===== config.mk =====
export PLATFORM = sky130hd
export DESIGN_NAME = exp_golomb_ue_decoder
export DESIGN_NICKNAME = d
export VERILOG_FILES = /design/src/rtl/core/egd_pkg.sv /design/src/rtl/core/egd_ctrl.sv /design/src/rtl/core/egd_datapath.sv /design/src/rtl/core/exp_golomb_ue_decoder.sv
export SDC_FILE = /design/constraint.sdc
export NUM_CORES = 1
export LEC_CHECK = 0
export BUFFER_PORTS_ARGS = -buffer_cell sky130_fd_sc_hd__buf_2
export CORE_ASPECT_RATIO = 1.4
export CORE_MARGIN = 1.5
export CORE_UTILIZATION = 50
export CTS_CLUSTER_DIAMETER = 100
export DETAILED_ROUTE_END_ITERATION = 8
export PLACE_DENSITY = 0.69
export SLEW_MARGIN = 20
export SYNTH_ARGS = -nofsm -noshare
export SYNTH_HDL_FRONTEND = slang
export SYNTH_SLANG_ARGS = --single-unit

===== constraint.sdc =====
create_clock -name clk -period 5.7 [get_ports clk]
set_input_delay 1.14 -clock clk [delete_from_list [all_inputs] [get_ports clk]]
set_output_delay 1.14 -clock clk [all_outputs]
set_load 0.01 [all_outputs]

===== src/rtl/core/egd_pkg.sv =====
package egd_pkg;

    localparam int unsigned BYTE_BITS   = 8;
    localparam int unsigned NBITS_W     = 4;
    localparam int unsigned COUNT_W     = 6;
    localparam int unsigned VALUE_W     = 32;
    localparam int unsigned STATUS_W    = 2;
    localparam int unsigned S_TDATA_W   = 16;
    localparam int unsigned M_TDATA_W   = 40;

    localparam logic [STATUS_W-1:0] ST_OK       = 2'd0;
    localparam logic [STATUS_W-1:0] ST_TRUNC    = 2'd1;
    localparam logic [STATUS_W-1:0] ST_OVERFLOW = 2'd2;

    // commands from the controller to the datapath
    typedef struct packed {
        logic load;      // take a new byte
        logic step;      // decode the next bit
        logic eos_step;  // end of stream handling
        logic flush;     // move the held result out as last of run
    } egd_cmd_t;

    // status from the datapath to the controller
    typedef struct packed {
        logic bits_done;   // no stream bits left in the current byte
        logic bit_result;  // the current bit finishes a code or overflows
        logic eos_result;  // end of stream leaves a truncated code
        logic hold_valid;  // a result waits in the hold register
        logic out_free;    // output register can take a beat this cycle
    } egd_stat_t;

endpackage


===== src/rtl/core/egd_ctrl.sv =====
module egd_ctrl (
    input  logic             clk,
    input  logic             rst_n,
    input  logic             in_valid,
    output logic             in_ready,
    input  egd_pkg::egd_stat_t stat,
    output egd_pkg::egd_cmd_t  cmd
);
    import egd_pkg::*;

    typedef enum logic [1:0] {
        S_IDLE,
        S_BITS,
        S_EOS,
        S_FLUSH
    } state_t;

    state_t state_reg;
    state_t state_next;

    always_comb
    begin
        cmd        = '0;
        state_next = state_reg;
        unique case (state_reg)
            S_IDLE:
            begin
                if (in_valid)
                begin
                    cmd.load   = 1'b1;
                    state_next = S_BITS;
                end
            end
            S_BITS:
            begin
                if (stat.bits_done)
                begin
                    state_next = S_EOS;
                end
                else if (!(stat.bit_result && stat.hold_valid) || stat.out_free)
                begin
                    cmd.step = 1'b1;
                end
            end
            S_EOS:
            begin
                if (!(stat.eos_result && stat.hold_valid) || stat.out_free)
                begin
                    cmd.eos_step = 1'b1;
                    state_next   = S_FLUSH;
                end
            end
            S_FLUSH:
            begin
                if (!stat.hold_valid)
                begin
                    state_next = S_IDLE;
                end
                else if (stat.out_free)
                begin
                    cmd.flush  = 1'b1;
                    state_next = S_IDLE;
                end
            end
            default:
            begin
                state_next = S_IDLE;
            end
        endcase
    end

    always_ff @(posedge clk or negedge rst_n)
    begin
        if (!rst_n)
        begin
            state_reg <= S_IDLE;
        end
        else
        begin
            state_reg <= state_next;
        end
    end

    assign in_ready = (state_reg == S_IDLE);

endmodule


===== src/rtl/core/egd_datapath.sv =====
module egd_datapath #(
    parameter int unsigned MAX_LEADING_ZEROS = 31
) (
    input  logic                           clk,
    input  logic                           rst_n,
    input  egd_pkg::egd_cmd_t              cmd,
    output egd_pkg::egd_stat_t             stat,
    input  logic [egd_pkg::BYTE_BITS-1:0]  in_byte,
    input  logic [egd_pkg::NBITS_W-1:0]    in_nbits,
    input  logic                           in_eos,
    output logic                           out_valid,
    input  logic                           out_ready,
    output logic [egd_pkg::VALUE_W-1:0]    out_value,
    output logic [egd_pkg::STATUS_W-1:0]   out_status,
    output logic                           out_last
);
    import egd_pkg::*;

    localparam logic [COUNT_W-1:0] MAX_ZC = COUNT_W'(MAX_LEADING_ZEROS);

    // current byte
    logic [BYTE_BITS-1:0] byte_reg;
    logic [NBITS_W-1:0]   left_reg;
    logic                 eos_reg;
    logic [NBITS_W-1:0]   nbits_clamped;

    // decode state
    logic                 in_suffix_reg,    in_suffix_next;
    logic [COUNT_W-1:0]   zero_count_reg,   zero_count_next;
    logic [COUNT_W-1:0]   suffix_left_reg,  suffix_left_next;
    logic [VALUE_W-1:0]   suffix_value_reg, suffix_value_next;

    // one result held back until it is known whether it ends the run
    logic                 hold_valid_reg;
    logic [VALUE_W-1:0]   hold_value_reg;
    logic [STATUS_W-1:0]  hold_status_reg;

    logic                 out_valid_reg;
    logic [VALUE_W-1:0]   out_value_reg;
    logic [STATUS_W-1:0]  out_status_reg;
    logic                 out_last_reg;

    logic                 bit_cur;
    logic [COUNT_W-1:0]   zc_inc;
    logic [COUNT_W-1:0]   sl_dec;
    logic [VALUE_W-1:0]   sv_shift;
    logic [VALUE_W-1:0]   prefix_mask;
    logic                 bit_res;
    logic [VALUE_W-1:0]   bit_value;
    logic [STATUS_W-1:0]  bit_status;
    logic                 eos_res;
    logic                 new_res;
    logic [VALUE_W-1:0]   new_value;
    logic [STATUS_W-1:0]  new_status;
    logic                 push_out;
    logic                 out_free;

    assign nbits_clamped = (in_nbits > NBITS_W'(BYTE_BITS)) ? NBITS_W'(BYTE_BITS) : in_nbits;

    assign bit_cur     = byte_reg[BYTE_BITS-1];
    assign zc_inc      = zero_count_reg + COUNT_W'(1);
    assign sl_dec      = suffix_left_reg - COUNT_W'(1);
    assign sv_shift    = {suffix_value_reg[VALUE_W-2:0], bit_cur};
    assign prefix_mask = ~({VALUE_W{1'b1}} << zero_count_reg[4:0]);

    // one bit of the code
    always_comb
    begin
        in_suffix_next    = in_suffix_reg;
        zero_count_next   = zero_count_reg;
        suffix_left_next  = suffix_left_reg;
        suffix_value_next = suffix_value_reg;
        bit_res           = 1'b0;
        bit_value         = '0;
        bit_status        = ST_OK;
        if (!in_suffix_reg)
        begin
            if (!bit_cur)
            begin
                if (zc_inc > MAX_ZC)
                begin
                    bit_res         = 1'b1;
                    bit_status      = ST_OVERFLOW;
                    zero_count_next = '0;
                end
                else
                begin
                    zero_count_next = zc_inc;
                end
            end
            else if (zero_count_reg == '0)
            begin
                bit_res = 1'b1;
            end
            else
            begin
                in_suffix_next    = 1'b1;
                suffix_left_next  = zero_count_reg;
                suffix_value_next = '0;
            end
        end
        else
        begin
            suffix_value_next = sv_shift;
            suffix_left_next  = sl_dec;
            if (sl_dec == '0)
            begin
                bit_res           = 1'b1;
                bit_value         = prefix_mask + sv_shift;
                in_suffix_next    = 1'b0;
                zero_count_next   = '0;
                suffix_left_next  = '0;
                suffix_value_next = '0;
            end
        end
    end

    assign eos_res    = eos_reg && (in_suffix_reg || (zero_count_reg != '0));
    assign new_res    = (cmd.step && bit_res) || (cmd.eos_step && eos_res);
    assign new_value  = cmd.step ? bit_value : '0;
    assign new_status = cmd.step ? bit_status : ST_TRUNC;
    assign push_out   = (new_res && hold_valid_reg) || cmd.flush;
    assign out_free   = !out_valid_reg || out_ready;

    always_ff @(posedge clk or negedge rst_n)
    begin
        if (!rst_n)
        begin
            left_reg         <= '0;
            eos_reg          <= 1'b0;
            in_suffix_reg    <= 1'b0;
            zero_count_reg   <= '0;
            suffix_left_reg  <= '0;
            suffix_value_reg <= '0;
            hold_valid_reg   <= 1'b0;
            out_valid_reg    <= 1'b0;
        end
        else
        begin
            if (cmd.load)
            begin
                left_reg <= nbits_clamped;
                eos_reg  <= in_eos;
            end
            else if (cmd.step)
            begin
                left_reg <= left_reg - NBITS_W'(1);
            end

            if (cmd.step)
            begin
                in_suffix_reg    <= in_suffix_next;
                zero_count_reg   <= zero_count_next;
                suffix_left_reg  <= suffix_left_next;
                suffix_value_reg <= suffix_value_next;
            end
            else if (cmd.eos_step && eos_reg)
            begin
                in_suffix_reg    <= 1'b0;
                zero_count_reg   <= '0;
                suffix_left_reg  <= '0;
                suffix_value_reg <= '0;
            end

            if (new_res)
            begin
                hold_valid_reg <= 1'b1;
            end
            else if (cmd.flush)
            begin
                hold_valid_reg <= 1'b0;
            end

            if (push_out)
            begin
                out_valid_reg <= 1'b1;
            end
            else if (out_ready)
            begin
                out_valid_reg <= 1'b0;
            end
        end
    end

    // payload registers
    always_ff @(posedge clk)
    begin
        if (cmd.load)
        begin
            byte_reg <= in_byte;
        end
        else if (cmd.step)
        begin
            byte_reg <= {byte_reg[BYTE_BITS-2:0], 1'b0};
        end

        if (new_res)
        begin
            hold_value_reg  <= new_value;
            hold_status_reg <= new_status;
        end

        if (push_out)
        begin
            out_value_reg  <= hold_value_reg;
            out_status_reg <= hold_status_reg;
            out_last_reg   <= cmd.flush;
        end
    end

    assign stat.bits_done  = (left_reg == '0);
    assign stat.bit_result = bit_res;
    assign stat.eos_result = eos_res;
    assign stat.hold_valid = hold_valid_reg;
    assign stat.out_free   = out_free;

    assign out_valid  = out_valid_reg;
    assign out_value  = out_value_reg;
    assign out_status = out_status_reg;
    assign out_last   = out_last_reg;

endmodule


===== src/rtl/core/exp_golomb_ue_decoder.sv =====
// unsigned exp-golomb ue(v) decoder. each input beat carries one stream byte, decoded from
// bit 7 down, of which only the top valid_bits bits are used (values above eight count as
// eight, zero uses no bits); s_tlast marks the final byte of a stream. every finished code
// leaves one output beat with 2^n - 1 + suffix and status ok; a prefix longer than
// MAX_LEADING_ZEROS leaves status overflow with value zero and decoding restarts at the next
// bit; a code still open at the final byte leaves status truncated with value zero. m_tlast
// marks the last output beat caused by an input byte. bits are decoded one per clock, while
// the output side does not stall, by a single shared bit unit. after a byte is accepted the
// controller steps through its valid bits, sees that the byte is used up, takes the end of
// stream step and does the final flush, and only then accepts the next byte; it waits
// while the output side stalls. one result is held back inside so its last flag is known
// before it leaves.
module exp_golomb_ue_decoder #(
    parameter int unsigned MAX_LEADING_ZEROS = 31
) (
    input  logic                           clk,
    input  logic                           rst_n,
    input  logic                           s_tvalid,
    output logic                           s_tready,
    input  logic [egd_pkg::S_TDATA_W-1:0]  s_tdata,   // data_byte[7:0], valid_bits[11:8], zeros
    input  logic                           s_tlast,   // end_of_stream
    output logic                           m_tvalid,
    input  logic                           m_tready,
    output logic [egd_pkg::M_TDATA_W-1:0]  m_tdata,   // code_value[31:0], status[33:32], zeros
    output logic                           m_tlast    // last_of_run
);
    import egd_pkg::*;

    egd_cmd_t              cmd;
    egd_stat_t             stat;
    logic [VALUE_W-1:0]    code_value;
    logic [STATUS_W-1:0]   code_status;

    // sequencer: byte load, bit steps, end of stream, final flush
    egd_ctrl u_ctrl (
        .clk      (clk),
        .rst_n    (rst_n),
        .in_valid (s_tvalid),
        .in_ready (s_tready),
        .stat     (stat),
        .cmd      (cmd)
    );

    // bit decoder, hold register and output register
    egd_datapath #(
        .MAX_LEADING_ZEROS (MAX_LEADING_ZEROS)
    ) u_datapath (
        .clk        (clk),
        .rst_n      (rst_n),
        .cmd        (cmd),
        .stat       (stat),
        .in_byte    (s_tdata[BYTE_BITS-1:0]),
        .in_nbits   (s_tdata[BYTE_BITS+NBITS_W-1:BYTE_BITS]),
        .in_eos     (s_tlast),
        .out_valid  (m_tvalid),
        .out_ready  (m_tready),
        .out_value  (code_value),
        .out_status (code_status),
        .out_last   (m_tlast)
    );

    // pack result fields, lowest bit first
    assign m_tdata = {{(M_TDATA_W-VALUE_W-STATUS_W){1'b0}}, code_status, code_value};

endmodule


Word level (Yosys, flattened, before mapping)
Index checks and enable logic that the tools add are counted.
{"block": "totals", "latch_bits": 0, "input_bits": 21, "ram_bits": 0, "output_inout_bits": 43, "regBits": 130, "mem_count": 0, "wordCells": 122, "mem_bits_ro": 0}
{"block": "op_classes", "mul": 0, "magnitude_cmp": 2, "addsub": 4, "div": 0, "n_eq_ne": 11, "shifts": 1, "bitwise_logic": 2, "n_reduce_logical": 30, "mux": 56}
{"op": "31-bit two-way mux", "count": 6}
{"op": "6-bit two-way mux", "count": 11}
{"op": "32-bit adder", "count": 1}
{"op": "32-bit inverter", "count": 1}
{"op": "32-bit by 5-bit << shifter with 32-bit output, first input constant", "count": 1}
{"op": "1-bit two-way mux", "count": 27}
{"op": "8-bit two-way mux", "count": 2}
{"op": "3-bit inequality test, second input constant", "count": 5}
{"op": "6-bit zero test", "count": 2}
{"op": "2-bit two-way mux", "count": 6}
{"op": "4-bit two-way mux", "count": 3}
{"op": "3-bit AND reduction", "count": 3}
{"op": "2-bit one-hot mux with 4 select lines", "count": 1}
{"op": "2-bit nonzero test", "count": 4}
{"op": "1-bit logical AND", "count": 7}
{"op": "6-bit by 1-bit adder with 6-bit output, second input constant", "count": 1}
{"op": "6-bit by 5-bit > comparator with 1-bit output, second input constant", "count": 1}
{"op": "1-bit logical OR", "count": 6}
{"op": "6-bit nonzero test", "count": 1}
{"op": "6-bit by 1-bit subtractor with 6-bit output, second input constant", "count": 1}
{"op": "2-bit == test, second input constant", "count": 2}
{"op": "4-bit > comparator, second input constant", "count": 1}
{"op": "4-bit zero test", "count": 1}
{"op": "2-bit inequality test, second input constant", "count": 2}
{"op": "other kinds (8)", "count": 10}

Logic depth before layout (Yosys ltp)
{"block": "depth", "ltp_word": 16, "depth_mapped": 13, "depth_no_buf": 13}

Hierarchy
A second synthesis with hierarchy kept.
{"block": "unflattened", "hier_cells": 636, "area_unflattened_um2": 7045.5}
{"mod": "egd_datapath", "area_each_um2": 6785.3, "cells_per_inst": 607, "instances": 1, "seq_area_each_um2": 3588.4}
{"mod": "egd_ctrl", "area_each_um2": 211.5, "cells_per_inst": 22, "instances": 1, "seq_area_each_um2": 50.0}
{"mod": "exp_golomb_ue_decoder", "area_each_um2": 48.8, "cells_per_inst": 7, "instances": 1, "seq_area_each_um2": 0.0}

Worst setup path before layout
Ideal clock, no wire load.
{"block": "synth_path", "kind": "reg-to-reg", "from": "register u_datapath.zero_count_reg[0]", "to": "register u_datapath.out_last_reg, in the netlist u_datapath.out_last (enable)", "slack_ns": 1.787, "required_time_ns": 5.309, "setup_time_ns": 0.391, "synth_period_minus_slack_ns": 3.913, "arrival_time_ns": 3.522, "path_buffers": 0, "path_stages_with_launch": 9, "cell_sequence": "dfrtp_1 inv_1 ha_1 or4b_4 nor3_4 o32ai_1 a21oi_1 o21a_1 a21o_1"}
{"block": "synth_via", "elab_chain_len": 15, "elab_cells_between_ends": 26, "cone_classes": "1 x add/sub; 1 x order compare; 9 x mux; 15 x reduce/logical"}
{"item": "start: declaration", "line_no": "egd_datapath.sv:29", "rtl": "logic [COUNT_W-1:0] zero_count_reg, zero_count_next;"}
{"item": "start signal: assignment", "line_no": "egd_datapath.sv:153", "rtl": "zero_count_reg <= zero_count_next;"}
{"item": "6-bit by 1-bit adder with 6-bit output", "line_no": "egd_datapath.sv:61", "rtl": "assign zc_inc = zero_count_reg + COUNT_W'(1);"}
{"item": "6-bit by 5-bit > comparator with 1-bit output", "line_no": "egd_datapath.sv:80", "rtl": "if (zc_inc > MAX_ZC)"}
{"item": "1-bit two-way mux", "line_no": "egd_datapath.sv:80"}
{"item": "1-bit two-way mux", "line_no": "egd_datapath.sv:78", "rtl": "if (!bit_cur)"}
{"item": "1-bit two-way mux", "line_no": "egd_datapath.sv:76", "rtl": "if (!in_suffix_reg)"}
{"item": "1-bit logical AND", "line_no": "egd_ctrl.sv:40", "rtl": "else if (!(stat.bit_result && stat.hold_valid) || stat.out_free)"}
{"item": "1-bit zero test", "line_no": "egd_ctrl.sv:40"}
{"item": "1-bit logical OR", "line_no": "egd_ctrl.sv:40"}
{"item": "1-bit two-way mux", "line_no": "egd_ctrl.sv:40"}
{"item": "1-bit two-way mux", "line_no": "egd_ctrl.sv:36", "rtl": "if (stat.bits_done)"}
{"item": "1-bit two-way mux", "line_no": "egd_ctrl.sv:25", "rtl": "unique case (state_reg)"}
{"item": "1-bit logical AND", "line_no": "egd_datapath.sv:119", "rtl": "assign new_res = (cmd.step && bit_res) || (cmd.eos_step && eos_res);"}
{"item": "1-bit logical OR (*)", "line_no": "egd_datapath.sv:119"}
{"item": "via u_datapath.new_res", "line_no": "egd_datapath.sv:52", "rtl": "logic new_res;"}
{"item": "1-bit logical AND (*)", "line_no": "egd_datapath.sv:122", "rtl": "assign push_out = (new_res && hold_valid_reg) || cmd.flush;"}
{"item": "1-bit logical OR (*)", "line_no": "egd_datapath.sv:122"}
{"item": "via u_datapath.push_out", "line_no": "egd_datapath.sv:55", "rtl": "logic push_out;"}
{"item": "end signal: assignment", "line_no": "egd_datapath.sv:207", "rtl": "out_last_reg <= cmd.flush;"}
{"item": "end: declaration", "line_no": "egd_datapath.sv:41", "rtl": "logic out_last_reg;"}
Mark *: on every way through the listed nets, which the timed path passes. The rest lies on a longest branch.
A chain may end at the register's enable or synchronous reset.

Worst setup path after layout
{"block": "layout_path", "from": "register u_datapath.zero_count_reg[0]", "to": "register u_datapath.hold_value_reg[22], data pin"}
{"block": "layout_via", "elab_chain_len": 12, "elab_cells_between_ends": 17, "cone_classes": "2 x add/sub; 1 x order compare; 1 x shift; 7 x mux; 1 x bitwise; 5 x reduce/logical"}
{"item": "6-bit by 1-bit adder with 6-bit output", "line_no": "egd_datapath.sv:61"}
{"item": "6-bit by 5-bit > comparator with 1-bit output", "line_no": "egd_datapath.sv:80"}
{"item": "1-bit two-way mux", "line_no": "egd_datapath.sv:80"}
{"item": "1-bit two-way mux", "line_no": "egd_datapath.sv:78"}
{"item": "1-bit two-way mux", "line_no": "egd_datapath.sv:76"}
{"item": "1-bit logical AND", "line_no": "egd_ctrl.sv:40"}
{"item": "1-bit zero test", "line_no": "egd_ctrl.sv:40"}
{"item": "1-bit logical OR", "line_no": "egd_ctrl.sv:40"}
{"item": "1-bit two-way mux", "line_no": "egd_ctrl.sv:40"}
{"item": "1-bit two-way mux", "line_no": "egd_ctrl.sv:36"}
{"item": "1-bit two-way mux", "line_no": "egd_ctrl.sv:25"}
{"item": "3-bit AND reduction (no source line)"}
{"item": "end signal: assignment", "line_no": "egd_datapath.sv:199", "rtl": "hold_value_reg <= new_value;"}
{"item": "end: declaration", "line_no": "egd_datapath.sv:35", "rtl": "logic [VALUE_W-1:0] hold_value_reg;"}
Several ways; a longest one is shown, not always the timed one.

==> summary.md <==
| Metric | Value |
|---|---|
| Slew Viols, Final | `0` |
| Synth Register Bits | `130` |
| Worst-path clk slew | `0.06 ns` |
| Most instantiated cells after synthesis | `77 x edfxtp_1, 58 x nand2_1, 54 x nor2_1` |
| Post-Route Setup TNS | `0 ns` |
| Yosys warns | `0` |
| Final hold violation count | `0` |
| GRT Resource Usage Total | `21.4%` |
| Sequential power share | `42.8%` |
| CP Max Fanout | `6` |
| Clk sinks | `130` |
| Cells after Synth | `649` |
| Sw Share | `32.5%` |
| Most used DFF post-synth | `edfxtp_1` |
| CTS root buf | `clkbuf_16` |
| Routed via count | `a little over 5000` |
| RSZ-0062 raised after global routing | `false` |
| Routed length per instance | `17.1 um` |
| Initial Util | `51.2%` |
| Power per cell area | `435 nW/um^2` |
| Die area | `14900 um^2` |
| Status | `finished clean` |
| Die X | `104 um` |
| First-pass GRT wire length | `25000 um` |
| Grt ovf | `0` |
| Min-delay src | `u_datapath.hold_value_reg[12]` |
| Clock Tree Buf Depth | `2` |
| Post-CTS setup buffers | `0` |
| Layout area overhead | `13.9%` |
| Post-layout nets | `763` |
| Placed Area | `7470 um^2` |
| Post-synth EDFFs | `77` |
| CTS tree | `built` |
| Fillers | `1158` |
| Pleak | `3.46 nW` |
| # hold bufs at CTS | `0` |
| Cell Rows | `51` |
| Synth Cell Area | `~7100 um^2` |
| Share of cells above drive strength 1 | `16.7%` |
| Routed Antenna Nets | `0` |
| Max H-tree Level | `4` |
| Clock power frac | `31.4%` |
| Async SR Flop Fraction | `40.8%` |
| CP Class | `flop to flop` |
| TritonCTS Buffers | `17` |
| Drt pass-1 iters | `5` |
| Synth area leaders | `edfxtp_1 33%, dfrtp_1 19%, ha_1 7.4%` |
| Worst Tran Pin Value | `1.02 ns` |
| WP data arrival | `roughly 4.3 ns` |
| Crit end category | `flop` |
| Slew HR | `between 30% and 40%` |
| IO Count | `64` |
| Vias in the first global route | `5153` |
| # setup viols final | `0` |
| Logic pwr share | `25.8%` |
| Cell with the most instances after synthesis | `edfxtp_1` |
| Post-synthesis sequential area ratio | `51.4%` |
| WL final | `15300 um` |
| Worst min path class | `flop to flop` |
| Syn Area/Cell | `10.9 um^2` |
| CP Data Required Time | `a little under 6 ns` |
| Post-route DRC | `0` |
| F_max | `244 MHz` |
| DP HPWL | `10900 um` |
| Buffers on Ports | `53` |
| Largest net degree at the start of global routing | `54` |
| Number of diodes | `0` |
| Gp weighted congestion | `0.865` |
| Worst Skew | `0.00800 ns` |
| Pint | `roughly 2.4 mW` |
| Worst r2r src | `u_datapath.zero_count_reg[0]` |
| Die height | `144 um` |
| Final min period | `4.09 ns` |
| Initial antenna violation count | `0` |
| DRT iter0 DRCs | `279` |
| Synth top area share | `roughly a third` |
| Crit. Startpoint | `u_datapath.zero_count_reg[0]` |
| NetSw | `1.14 mW` |
| Period utilisation layout | `71.8%` |
| Design area | `between 8000 and 9000 um^2` |
| Total of max-cap violations | `0` |
| Resize count post-CTS | `0` |
| Post-synthesis cell type count | `77` |
| Drt via density | `about 5.7` |
| VDD IR max | `roughly 0.25 mV` |
| Core region area | `13800 um^2` |
| Clk_lat worst skew | `0.42 ns` |
| Crit start category | `flop` |
| Most area-hungry cell type in the Yosys netlist | `edfxtp_1` |
[cell type report]
type                    count  area (um^2)  share of cell area, %
clock inverters            15          171                   2.13
multi-input cells         465         3190                   39.6
well taps                 185          231                   2.87
flip-flops and latches    130         3640                   45.1
repair buffers             59          310                   3.85
clock buffers              17          425                   5.27
inverters                  26         97.6                   1.21
[final timing paths]
path                                                 end  slack [ns]  cells past startpoint
hold / removal                  u_datapath.out_value[12]        0.42                      0
max in group asynchronous  u_datapath.suffix_left_reg[4]        4.39                      2
setup reg to reg           u_datapath.hold_value_reg[22]        1.61                     12
min in group asynchronous         u_datapath.left_reg[1]        0.84                      2
setup / recovery           u_datapath.hold_value_reg[22]        1.61                     12
hold reg to reg                 u_datapath.out_value[12]        0.42                      0
[worst max-delay path, stage by stage, from the launching register on]
cell and delay, ns:
dfrtp_1 0.43, inv_1 0.17, ha_1 0.29, or4b_4 0.53, ha_1 0.24, fa_1 0.45, a211o_1 0.36, a21oi_1 0.32
o211ai_1 0.25, and4_1 0.27, o31a_1 0.26, o21a_1 0.17, nor3_1 0.17
[per-layer routing]
| metal | wire length (um) | track usage, % | vias to the layer above | part of all wire, % |
|---|---|---|---|---|
| met5 | 0 | 0 | - | 0 |
| met4 | 325 | 8.63 | 0 | 2.1 |
| met3 | 523 | 3.76 | 24 | 3.4 |
| met2 | 8100 | 40.5 | 134 | 53 |
| met1 | 6360 | 23.8 | 2453 | 42 |
| li1 | - | - | 2502 | - |
[power groups by stage]
stage | registers, mW | clock network [mW] | logic [mW]
final | 1.50 | 1.10 | 0.905
after global routing | 1.53 | 1.16 | 1.01
after CTS | 1.50 | 1.12 | 0.924
after detailed placement | 1.52 | 0 | 0.921
after global placement | 1.50 | 0 | 0.893
after floorplan | 1.55 | 0 | 0.592
[kinds of logic (layout without fill, tap and decap cells)]
kind of cell | after synthesis | in the layout | share of synthesized area, %
flops | 130 | 130 | 51.4
mux | 12 | 12 | 1.84
other cells | 1 | 6 | 0.0529
compound gates | 192 | 192 | 18.9
buf+inv | 59 | 117 | 4.15
fa+ha+maj | 43 | 43 | 7.70
simple gates | 188 | 188 | 13.0
xor+xnor | 24 | 24 | 2.97
[through the flow]
stage               power, mW  hold WS, ns  utilization (%)  instances  worst slack [ns]
floorplan                2.14        0.400                -        654              1.79
global placement         2.40        0.401             53.9        865              1.75
detailed placement       2.44        0.405             53.9        865              1.67
CTS                      3.54        0.418             58.3        897              1.61
global route             3.69        0.426             58.3        897              1.42
finish                   3.51        0.417             58.3        897              1.61
[layout by cell type, fill, tap and decap left out, drive strengths merged, types with 5 or more instances in the layout]
cell type	count
buf	59
ha	42
edfxtp	77
nand2b	5
clkbuf	17
inv	33
xnor2	16
and2	9
dfrtp	53
a211oi	6
o21bai	6
xor2	8
or3	6
nor2	54
and3	6
or2	5
o211ai	7
nand4	7
conb	6
nand2	58
nand3	9
mux2	8
o21ai	31
a21oi	48
a22o	32
o21a	13
clkinv	6
o31ai	6
nor3	13
a21o	13
(Power assumes the default switching activity.)
